**src/rtl/rstt_pkg.sv**
```systemverilog
// Package: shared constants, operation codes and controller/datapath structs.
`timescale 1ns / 1ps
package rstt_pkg;

  localparam int READER_SLOTS = 16;
  localparam int IDX_W        = $clog2(READER_SLOTS);
  localparam int CNT_W        = $clog2(READER_SLOTS + 1);
  localparam int SUM_W        = IDX_W + 1;
  localparam int TXN_W        = 64;
  localparam int FUNC_W       = 3;
  localparam int SLOT_W       = 4;
  localparam int STAT_W       = 2;

  localparam logic [FUNC_W-1:0] FN_START  = 3'd0;
  localparam logic [FUNC_W-1:0] FN_END    = 3'd1;
  localparam logic [FUNC_W-1:0] FN_ALLOC  = 3'd2;
  localparam logic [FUNC_W-1:0] FN_UPDATE = 3'd3;
  localparam logic [FUNC_W-1:0] FN_FREE   = 3'd4;
  localparam logic [FUNC_W-1:0] FN_QUERY  = 3'd5;

  localparam logic [STAT_W-1:0] ST_OK   = 2'd0;
  localparam logic [STAT_W-1:0] ST_BUSY = 2'd1;
  localparam logic [STAT_W-1:0] ST_FULL = 2'd2;

  typedef struct packed {
    logic capture;
    logic scan_run;
    logic rd_slot;
    logic commit;
  } cmd_t;

  typedef struct packed {
    logic scan_done;
    logic cache_valid;
    logic out_free;
  } sts_t;

endpackage

```
**src/rtl/rstt_ctrl.sv**
```systemverilog
// Controller: sequences capture, slot scan, slot read and commit of each request.
`timescale 1ns / 1ps
module rstt_ctrl (
  input  logic                         clk,
  input  logic                         rst_n,
  input  logic                         in_valid,
  input  logic [rstt_pkg::FUNC_W-1:0]  in_func,
  output logic                         in_ready,
  input  rstt_pkg::sts_t               sts,
  output rstt_pkg::cmd_t               cmd
);

  typedef enum logic [1:0] {
    S_IDLE,
    S_SCAN,
    S_UPD_RD,
    S_COMMIT
  } state_t;

  state_t state_r, state_nxt;

  assign in_ready = (state_r == S_IDLE);

  always_comb begin
    state_nxt    = state_r;
    cmd.capture  = 1'b0;
    cmd.scan_run = 1'b0;
    cmd.rd_slot  = 1'b0;
    cmd.commit   = 1'b0;
    unique case (state_r)
      S_IDLE: begin
        if (in_valid) begin
          cmd.capture = 1'b1;
          if (in_func == rstt_pkg::FN_ALLOC) begin
            state_nxt = S_SCAN;
          end else if (in_func == rstt_pkg::FN_QUERY) begin
            state_nxt = sts.cache_valid ? S_COMMIT : S_SCAN;
          end else if (in_func == rstt_pkg::FN_UPDATE) begin
            state_nxt = S_UPD_RD;
          end else begin
            state_nxt = S_COMMIT;
          end
        end
      end
      S_SCAN: begin
        cmd.scan_run = 1'b1;
        if (sts.scan_done) begin
          state_nxt = S_COMMIT;
        end
      end
      S_UPD_RD: begin
        cmd.rd_slot = 1'b1;
        state_nxt   = S_COMMIT;
      end
      S_COMMIT: begin
        if (sts.out_free) begin
          cmd.commit = 1'b1;
          state_nxt  = S_IDLE;
        end
      end
      default: state_nxt = S_IDLE;
    endcase
  end

  always_ff @(posedge clk) begin
    if (!rst_n) begin
      state_r <= S_IDLE;
    end else begin
      state_r <= state_nxt;
    end
  end

endmodule

```
**src/rtl/rstt_dp.sv**
```systemverilog
// Datapath: slot table, lock, search start, oldest cache, scan unit and result register.
`timescale 1ns / 1ps
module rstt_dp (
  input  logic                         clk,
  input  logic                         rst_n,
  input  logic [rstt_pkg::FUNC_W-1:0]  in_func,
  input  logic [rstt_pkg::SLOT_W-1:0]  in_slot,
  input  logic [rstt_pkg::TXN_W-1:0]   in_head_txn,
  input  rstt_pkg::cmd_t               cmd,
  output rstt_pkg::sts_t               sts,
  input  logic                         out_ready,
  output logic                         out_valid,
  output logic [rstt_pkg::STAT_W-1:0]  out_status,
  output logic [rstt_pkg::SLOT_W-1:0]  out_slot_out,
  output logic [rstt_pkg::TXN_W-1:0]   out_oldest_txn
);

  localparam int N     = rstt_pkg::READER_SLOTS;
  localparam int IDX_W = rstt_pkg::IDX_W;
  localparam int CNT_W = rstt_pkg::CNT_W;
  localparam int SUM_W = rstt_pkg::SUM_W;
  localparam int TXN_W = rstt_pkg::TXN_W;

  logic [rstt_pkg::FUNC_W-1:0] func_r;
  logic [rstt_pkg::SLOT_W-1:0] slot_r;
  logic [TXN_W-1:0]            head_r;
  logic                        wa_r;
  logic [IDX_W-1:0]            start_r;
  logic [TXN_W-1:0]            cache_r;
  logic [TXN_W-1:0]            min_r;
  logic                        found_r;
  logic [IDX_W-1:0]            chosen_r;
  logic [CNT_W-1:0]            cnt_r;
  logic                        chk_vld_r;
  logic [IDX_W-1:0]            chk_slot_r;

  logic [TXN_W-1:0]            mem [N];
  logic [N-1:0]                valid_r;
  logic [TXN_W-1:0]            rd_data_r;
  logic                        rd_vld_r;

  logic                        out_valid_r;
  logic [rstt_pkg::STAT_W-1:0] out_status_r;
  logic [rstt_pkg::SLOT_W-1:0] out_slot_r;
  logic [TXN_W-1:0]            out_oldest_r;

  logic                        slot_ok;
  logic [IDX_W-1:0]            slot_idx;
  logic [SUM_W-1:0]            scan_sum;
  logic [IDX_W-1:0]            scan_addr;
  logic                        issue;
  logic                        rd_en;
  logic [IDX_W-1:0]            rd_addr;
  logic [TXN_W-1:0]            rd_val;
  logic [IDX_W-1:0]            chosen_inc;

  logic                        mem_we;
  logic [IDX_W-1:0]            mem_wa;
  logic                        vld_clr;
  logic                        wa_nxt;
  logic [IDX_W-1:0]            start_nxt;
  logic [TXN_W-1:0]            cache_nxt;
  logic [rstt_pkg::STAT_W-1:0] res_status;
  logic [rstt_pkg::SLOT_W-1:0] res_slot;
  logic [TXN_W-1:0]            res_oldest;

  assign slot_ok  = (32'(slot_r) < N);
  assign slot_idx = IDX_W'(slot_r);

  assign scan_sum = SUM_W'(start_r) + SUM_W'(cnt_r);
  always_comb begin
    if (func_r == rstt_pkg::FN_ALLOC) begin
      if (scan_sum >= SUM_W'(N)) begin
        scan_addr = IDX_W'(scan_sum - SUM_W'(N));
      end else begin
        scan_addr = IDX_W'(scan_sum);
      end
    end else begin
      scan_addr = cnt_r[IDX_W-1:0];
    end
  end

  assign issue   = cmd.scan_run && (cnt_r != CNT_W'(N));
  assign rd_en   = issue || (cmd.rd_slot && slot_ok);
  assign rd_addr = cmd.rd_slot ? slot_idx : scan_addr;
  assign rd_val  = rd_vld_r ? rd_data_r : '0;

  assign chosen_inc = (chosen_r == IDX_W'(N - 1)) ? '0 : chosen_r + 1'b1;

  assign sts.scan_done   = (cnt_r == CNT_W'(N)) && !chk_vld_r;
  assign sts.cache_valid = (cache_r != '0);
  assign sts.out_free    = !out_valid_r || out_ready;

  always_comb begin
    mem_we     = 1'b0;
    mem_wa     = chosen_r;
    vld_clr    = 1'b0;
    wa_nxt     = wa_r;
    start_nxt  = start_r;
    cache_nxt  = cache_r;
    res_status = rstt_pkg::ST_OK;
    res_slot   = '0;
    res_oldest = '0;
    unique case (func_r)
      rstt_pkg::FN_START: begin
        if (wa_r) begin
          res_status = rstt_pkg::ST_BUSY;
        end else begin
          wa_nxt = 1'b1;
        end
      end
      rstt_pkg::FN_END: wa_nxt = 1'b0;
      rstt_pkg::FN_ALLOC: begin
        if (found_r) begin
          mem_we    = 1'b1;
          start_nxt = chosen_inc;
          res_slot  = rstt_pkg::SLOT_W'(chosen_r);
        end else begin
          res_status = rstt_pkg::ST_FULL;
        end
      end
      rstt_pkg::FN_UPDATE: begin
        mem_wa = slot_idx;
        if (slot_ok && (rd_val != head_r)) begin
          mem_we    = 1'b1;
          cache_nxt = '0;
        end
      end
      rstt_pkg::FN_FREE: begin
        mem_wa = slot_idx;
        if (slot_ok) begin
          vld_clr   = 1'b1;
          cache_nxt = '0;
        end
      end
      rstt_pkg::FN_QUERY: begin
        if (cache_r != '0) begin
          res_oldest = cache_r;
        end else begin
          res_oldest = min_r;
          cache_nxt  = min_r;
        end
      end
      default: ;
    endcase
  end

  always_ff @(posedge clk) begin
    if (cmd.commit && mem_we) begin
      mem[mem_wa] <= head_r;
    end
    if (rd_en) begin
      rd_data_r <= mem[rd_addr];
      rd_vld_r  <= valid_r[rd_addr];
    end
  end

  always_ff @(posedge clk) begin
    if (!rst_n) begin
      valid_r     <= '0;
      wa_r        <= 1'b0;
      start_r     <= '0;
      cache_r     <= '0;
      out_valid_r <= 1'b0;
      cnt_r       <= '0;
      chk_vld_r   <= 1'b0;
      found_r     <= 1'b0;
    end else begin
      if (cmd.capture) begin
        cnt_r     <= '0;
        chk_vld_r <= 1'b0;
        found_r   <= 1'b0;
      end else if (cmd.scan_run) begin
        chk_vld_r <= issue;
        if (issue) begin
          cnt_r <= cnt_r + 1'b1;
        end
        if (chk_vld_r && (func_r == rstt_pkg::FN_ALLOC) && !found_r && (rd_val == '0)) begin
          found_r <= 1'b1;
        end
      end
      if (cmd.commit) begin
        if (mem_we) begin
          valid_r[mem_wa] <= 1'b1;
        end
        if (vld_clr) begin
          valid_r[mem_wa] <= 1'b0;
        end
        wa_r    <= wa_nxt;
        start_r <= start_nxt;
        cache_r <= cache_nxt;
      end
      if (cmd.commit) begin
        out_valid_r <= 1'b1;
      end else if (out_ready) begin
        out_valid_r <= 1'b0;
      end
    end
  end

  always_ff @(posedge clk) begin
    if (cmd.capture) begin
      func_r <= in_func;
      slot_r <= in_slot;
      head_r <= in_head_txn;
      min_r  <= in_head_txn;
    end else if (cmd.scan_run && chk_vld_r) begin
      if ((func_r == rstt_pkg::FN_ALLOC) && !found_r && (rd_val == '0)) begin
        chosen_r <= chk_slot_r;
      end
      if ((func_r == rstt_pkg::FN_QUERY) && (rd_val != '0) && (rd_val < min_r)) begin
        min_r <= rd_val;
      end
    end
    if (issue) begin
      chk_slot_r <= scan_addr;
    end
    if (cmd.commit) begin
      out_status_r <= res_status;
      out_slot_r   <= res_slot;
      out_oldest_r <= res_oldest;
    end
  end

  assign out_valid      = out_valid_r;
  assign out_status     = out_status_r;
  assign out_slot_out   = out_slot_r;
  assign out_oldest_txn = out_oldest_r;

endmodule

```
**src/rtl/reader_slot_txn_tracker_top.sv**
```systemverilog
// Allocate and uncached query scan the slot table, update first reads its slot and all
// others go to commit; a new request is taken in the cycle after the result is loaded.
// Scan length is set by the slot table's single registered read port, one slot a cycle.
// The result register frees the input side while a result waits to be taken.
// Synchronous active-low reset clears the lock, search start, cache and slot valid bits.
`timescale 1ns / 1ps
module reader_slot_txn_tracker_top (
  input  logic                         clk,
  input  logic                         rst_n,
  input  logic                         in_valid,
  output logic                         in_ready,
  input  logic [rstt_pkg::FUNC_W-1:0]  in_func,
  input  logic [rstt_pkg::SLOT_W-1:0]  in_slot,
  input  logic [rstt_pkg::TXN_W-1:0]   in_head_txn,
  output logic                         out_valid,
  input  logic                         out_ready,
  output logic [rstt_pkg::STAT_W-1:0]  out_status,
  output logic [rstt_pkg::SLOT_W-1:0]  out_slot_out,
  output logic [rstt_pkg::TXN_W-1:0]   out_oldest_txn
);

  rstt_pkg::cmd_t cmd;
  rstt_pkg::sts_t sts;

  rstt_ctrl u_ctrl (
    .clk      (clk),
    .rst_n    (rst_n),
    .in_valid (in_valid),
    .in_func  (in_func),
    .in_ready (in_ready),
    .sts      (sts),
    .cmd      (cmd)
  );

  rstt_dp u_dp (
    .clk            (clk),
    .rst_n          (rst_n),
    .in_func        (in_func),
    .in_slot        (in_slot),
    .in_head_txn    (in_head_txn),
    .cmd            (cmd),
    .sts            (sts),
    .out_ready      (out_ready),
    .out_valid      (out_valid),
    .out_status     (out_status),
    .out_slot_out   (out_slot_out),
    .out_oldest_txn (out_oldest_txn)
  );

`ifndef SYNTHESIS
  a_busy_after_accept: assert property (@(posedge clk) disable iff (!rst_n)
    (in_valid && in_ready) |=> !in_ready)
    else $error("request taken while previous one in progress");

  a_commit_needs_room: assert property (@(posedge clk) disable iff (!rst_n)
    cmd.commit |-> sts.out_free)
    else $error("result loaded over an untaken result");

  a_full_no_slot: assert property (@(posedge clk) disable iff (!rst_n)
    (out_valid && (out_status != rstt_pkg::ST_OK)) |-> (out_slot_out == '0))
    else $error("slot reported with failing status");

  a_result_after_commit: assert property (@(posedge clk) disable iff (!rst_n)
    $rose(out_valid) |-> $past(cmd.commit))
    else $error("result appeared without commit");
`endif

endmodule

```
**config.mk**
```make
export PLATFORM = sky130hd
export DESIGN_NAME = reader_slot_txn_tracker_top
export DESIGN_NICKNAME = d
export VERILOG_FILES = /design/src/rtl/rstt_pkg.sv /design/src/rtl/rstt_ctrl.sv /design/src/rtl/rstt_dp.sv /design/src/rtl/reader_slot_txn_tracker_top.sv
export SDC_FILE = /design/constraint.sdc
export NUM_CORES = 2
export LEC_CHECK = 0
export ABC_CLOCK_PERIOD_IN_PS = 13600
export BUFFER_PORTS_ARGS = -buffer_cell sky130_fd_sc_hd__buf_2
export CAP_MARGIN = 20
export CELL_PAD_IN_SITES_DETAIL_PLACEMENT = 0
export CELL_PAD_IN_SITES_GLOBAL_PLACEMENT = 1
export CORE_MARGIN = 10
export CORE_UTILIZATION = 50
export DETAILED_ROUTE_END_ITERATION = 16
export GPL_ROUTABILITY_DRIVEN = 0
export PLACE_DENSITY = 0.74
export SETUP_SLACK_MARGIN = 0.5
export SLEW_MARGIN = 0
export SYNTH_ARGS = -nofsm -noshare
export SYNTH_HDL_FRONTEND = slang
export SYNTH_HIERARCHICAL = 1
export SYNTH_SLANG_ARGS = --single-unit
```
**constraint.sdc**
```tcl
create_clock -name clk -period 13.6 [get_ports clk]
set_input_delay 2.72 -clock clk [delete_from_list [all_inputs] [get_ports clk]]
set_output_delay 2.72 -clock clk [all_outputs]
set_load 0.05 [all_outputs]
```
After elaboration in Yosys (flattened, before gate mapping) --
Memories as Yosys holds them, arrays and structs flattened. A register that Yosys moved wholly into a read port is not among the register bits. Cells that the tools add are included.
Storage, ports and cells: flip-flop bits (word level) 309, input bits 75, RAM bits 1024, memories 1, logic and storage cells 137, output and inout bits 72
Memory list:
- u_dp.mem | words 16, width 64, rd ports 1, clocked after memory_dff 1, write ports 1, line rstt_dp.sv:37 | logic [TXN_W-1:0] mem [N];
Operators by class: bitwise operators 5, $add $sub $neg 4, magnitude comparators 5, eq/ne operators 19, mux-type cells 46, reduce and logical (&&, ||, !) cells 38
Operators by type and width (count):
- 2-to-1 mux 64 bit | 6
- one-hot mux 64 bit (3 select lines) | 1
- nonzero test 64 bit | 2
- zero test 64 bit | 1
- less-than comparator 64 bit | 1
- 2-to-1 mux 16 bit | 4
- != test 64 bit | 1
- 2-to-1 mux 4 bit | 5
- 2-to-1 mux 1 bit | 17
- bitwise AND 16 bit | 1
- NOT 16 bit | 1
- OR 16 bit | 1
- 2-to-1 mux 2 bit | 7
- == test 3 x 2 -> 1 bit (second input constant) | 4
- logical AND 1 bit | 12
- AND reduction 3 bit | 4
- less-than comparator 4 x 5 -> 1 bit (second input constant) | 2
- AND reduction 2 bit | 5
- == test 3 bit (second input constant) | 3
- one-hot mux 2 bit (4 select lines) | 1
- nonzero test 2 bit | 4
- != test 2 bit (second input constant) | 3
- adder 4 x 5 -> 5 bit | 1
- adder 5 x 1 -> 5 bit (second input constant) | 1
- other kinds (22) | 29

Logic depth before layout (Yosys ltp) --
depth after elaboration 13, gate-level depth with buffers 16

Modules after synthesis --
The synthesis kept the hierarchy.
Modules (own cells, without submodules):
- rstt_dp | instances 1, cells each 3230, area an instance 57036.0 um2
- rstt_ctrl | instances 1, cells each 26, area an instance 215.2 um2

Least setup slack after synthesis --
Ideal clock, no wire load.
kind input -> register, start input port out_ready, end memory u_dp.mem[2][0], enable pin, data arrival time 8.392 ns, slack 4.722 ns, library setup time 0.487 ns, buffers on the path 0, stages on the path 6, cells stage by stage nand2b_1 -> and2_1 -> inv_1 -> nor3_2 -> a2bb2oi_2 -> nor2_1
RTL lines:
- start, declared | line reader_slot_txn_tracker_top.sv:16 | input logic out_ready,
- end, declared | line rstt_dp.sv:37

==> impl_metrics.yaml <==
sta:
  drv_slew: 0
  report.final.setup_viol: 0
  fin_crit_sh: 0.462
  fmax_ghz: 0.159
  relSlewSlack: 0.246
  fin_skew_ps: 31.2
  hold_viol: 0
  worst_pin_slew_ps: 1130
  rsz0062_at_grt: "false"
  period_needed_ps: 6290
  fin_tns_setup_ps: 0
critical_path:
  critical_path.max_fanout: 60
  critPathRequiredTime_ps: 13950
  path_class: "primary input to flip-flop"
  cp_data_arrival_time_ps: 6640
  worstSetupStartpointType: "primary input"
  cp-end-kind: "flip-flop"
clock_tree:
  tritoncts: "yes"
  cts_resized: 0
  root_buffer: "clkbuf_16"
  cts_buffer_depth: 3
  clkSinkCount: 1397
  insertion_delay_ps: 750
  cts_setup_buffers: 0
  htreeDepth: 4
  cts_made_buffers: 144
  hold_buffers: 0
  clk_pin_slew_ps: 60
layout:
  num-fill-cells: 8599
  final_nets: 3586
  synthToLayoutAreaGrowth_pct: 12.6
  n_antenna_cell: 0
  final_cells: 5066
  drive_gt1_frac: 0.234
global_routing:
  grt_antenna_before_repair: 11
  grt_pass1_vias: 31700
  overflow: 0
  grt_pass1_wl_um: 216000
  track_usage: 0.229
  grt_max_degree: 150
logic_synthesis:
  ys_types: 74
  synth_area_mm2: 0.0573
  synth_nets: 3406
  synth_edf_count: 1302
  async_flop_share: 0
  synth_area_leader_cell: "edfxtp_1"
  synthTopCellsByArea: "edfxtp_1, mux4_2, dfxtp_1"
  synth_flop_cell: "edfxtp_1"
  yosysWarnings: 6
  synth_seq_cells: 1397
  avgSynthCellArea_um2: 17.6
  postSynthCellCount: 3256
  synth.top_cell.area_share: 0.683
  synth-seq-area-share: 0.716
drt:
  routedLengthMet1_um: 59500
  route.antenna.remaining_nets: 0
  drt_iter0_drc: 3448
  wl_per_cell_um: 29.0
  drc: 0
  drt-pass1-iter-count: 5
  routed_wl_um: 147000
  top_layer_used: "met5"
  num_vias: 31400
  wl_met3_um: 12000
  dr_wl_met2_um: 71100
  vias_per_cell: 6.19
place:
  dp_cells: 4799
  dp_hpwl_um: 91300
  port_buffers: 146
die:
  die_height_um: 358
  die_area_mm2: 0.128
  die_w_um: 358
  row_count: 124
  start_util: 0.502
  io_pins: 147
  core_mm2: 0.114
power:
  power_mw: 12.9
  ir_worst_vdd_mv: 0.196
  leakage_nw: 22.3
  p_per_area_mw_per_mm2: 200
run:
  drv_cap: 0
hold_path:
  hold_path_class: "flip-flop to flip-flop"
outcome:
  status: "completed"
## placed cells by master, fill, tap and decap left out, types with 37 or more instances in the layout
cell	count
inv_1	92
a21oi_1	190
a21oi_2	60
buf_4	48
mux2i_1	66
ha_1	74
edfxtp_1	1302
a21o_1	90
buf_2	147
mux4_2	260
mux2_2	63
dfxtp_1	95
nor2b_1	75
nor4_1	37
a211oi_1	66
nand3_1	45
o21ai_0	55
clkbuf_16	149
nand2_1	95
nor2_1	115
and2_1	63
## area by class of cell
type	count	area, um2	area share
multi-input cells	1600	15300	0.237
well taps	1512	1890	0.0294
repair buffers	200	1210	0.0188
clock inverters	81	862	0.0134
flip-flops and latches	1397	41000	0.636
clock buffers	183	3880	0.0601
inverters	93	349	0.00542
## power breakdown
part           switching (mW)  total [mW]  leakage [nW]  internal, mW
Clock                    1.64        3.95          2.30          2.31
Sequential              0.581        5.85          12.6          5.27
Combinational            1.83        3.12          7.40          1.30
Total                    4.04        12.9          22.3          8.88
## path summary, 6_finish.rpt
| kind | slack (ps) | end | depth (start not counted) | startpoint |
|---|---|---|---|---|
| setup reg to reg | 8060 | u_dp/rd_data_r[44] | 10 | u_dp/func_r[2] |
| hold / removal | 420 | u_dp/chosen_r[3] | 0 | u_dp/chk_slot_r[3] |
| setup / recovery | 7310 | u_dp/mem[6][38] | 8 | out_ready |
| hold reg to reg | 420 | u_dp/chosen_r[3] | 0 | u_dp/chk_slot_r[3] |
## stage by stage
stage | util | setup WS (ps) | hold WS (ps) | area, um2
finish | 0.565 | 7310 | 419 | 64400
detailed placement | 0.523 | 6600 | 405 | 59600
global placement | 0.523 | 6710 | 417 | 59600
global route | 0.565 | 7210 | 428 | 64400
floorplan | - | 4720 | 400 | 57300
CTS | 0.565 | 7370 | 418 | 64400
## critical path, stage by stage
cell and delay (ps):
buf_2 70, nand2b_1 170, and2_4 730, inv_1 300
nor3_2 730, a2bb2oi_2 320, nor2_4 670, buf_4 850
## layer usage
layer / GRT usage / vias up
met5: 0 / -
met4: 0.0732 / 4
met3: 0.0410 / 236
met2: 0.365 / 1455
met1: 0.321 / 16300
li1: - / 13400
## cell families (layout without fill, tap and decap cells)
group,count (synthesis),count (layout),share of synthesized area
AO/OA/AOI/OAI,551,551,0.0635
XOR/XNOR,35,35,0.00535
adder cells (fa/ha/maj),75,75,0.0165
buffers and inverters,259,557,0.0203
flip-flops,1397,1397,0.716
multiplexers,394,394,0.127
AND/OR/NAND/NOR,545,545,0.0507
## cell usage after synthesis (10+ instances only)
master	instances
ha_1	74
a211oi_1	66
o21ai_0	55
mux2i_1	68
inv_1	92
nor3_1	12
dfxtp_1	95
nor2b_1	75
o211ai_1	18
nand4_1	24
xor2_1	29
nand4b_1	26
a21oi_1	190
nand2_1	95
nor4_1	38
clkbuf_1	85
a21o_1	90
nor2_1	126
buf_2	52
mux2_2	63
nand2b_1	10
buf_6	14
nand3_1	46
mux4_2	260
edfxtp_1	1302
a21oi_2	60
and2_1	64
o22ai_1	32
## flip-flops by register name, summed over array words and instances (netlist names), 2 cells and up, named ones only
| register | cells |
|---|---|
| u_ctrl/state_r | 2 |
| u_dp/out_status | 2 |
| u_dp/cache_r | 64 |
| u_dp/valid_r | 15 |
| u_dp/out_slot_out | 4 |
| u_dp/out_oldest_txn | 64 |
| u_dp/head_r | 64 |
| u_dp/chk_slot_r | 4 |
| u_dp/chosen_r | 4 |
| u_dp/cnt_r | 5 |
| u_dp/mem | 1024 |
| u_dp/func_r | 3 |
| u_dp/start_r | 4 |
| u_dp/min_r | 64 |
| u_dp/slot_idx | 4 |
| u_dp/rd_data_r | 64 |
Note: power is estimated with default switching activity, not from simulation.
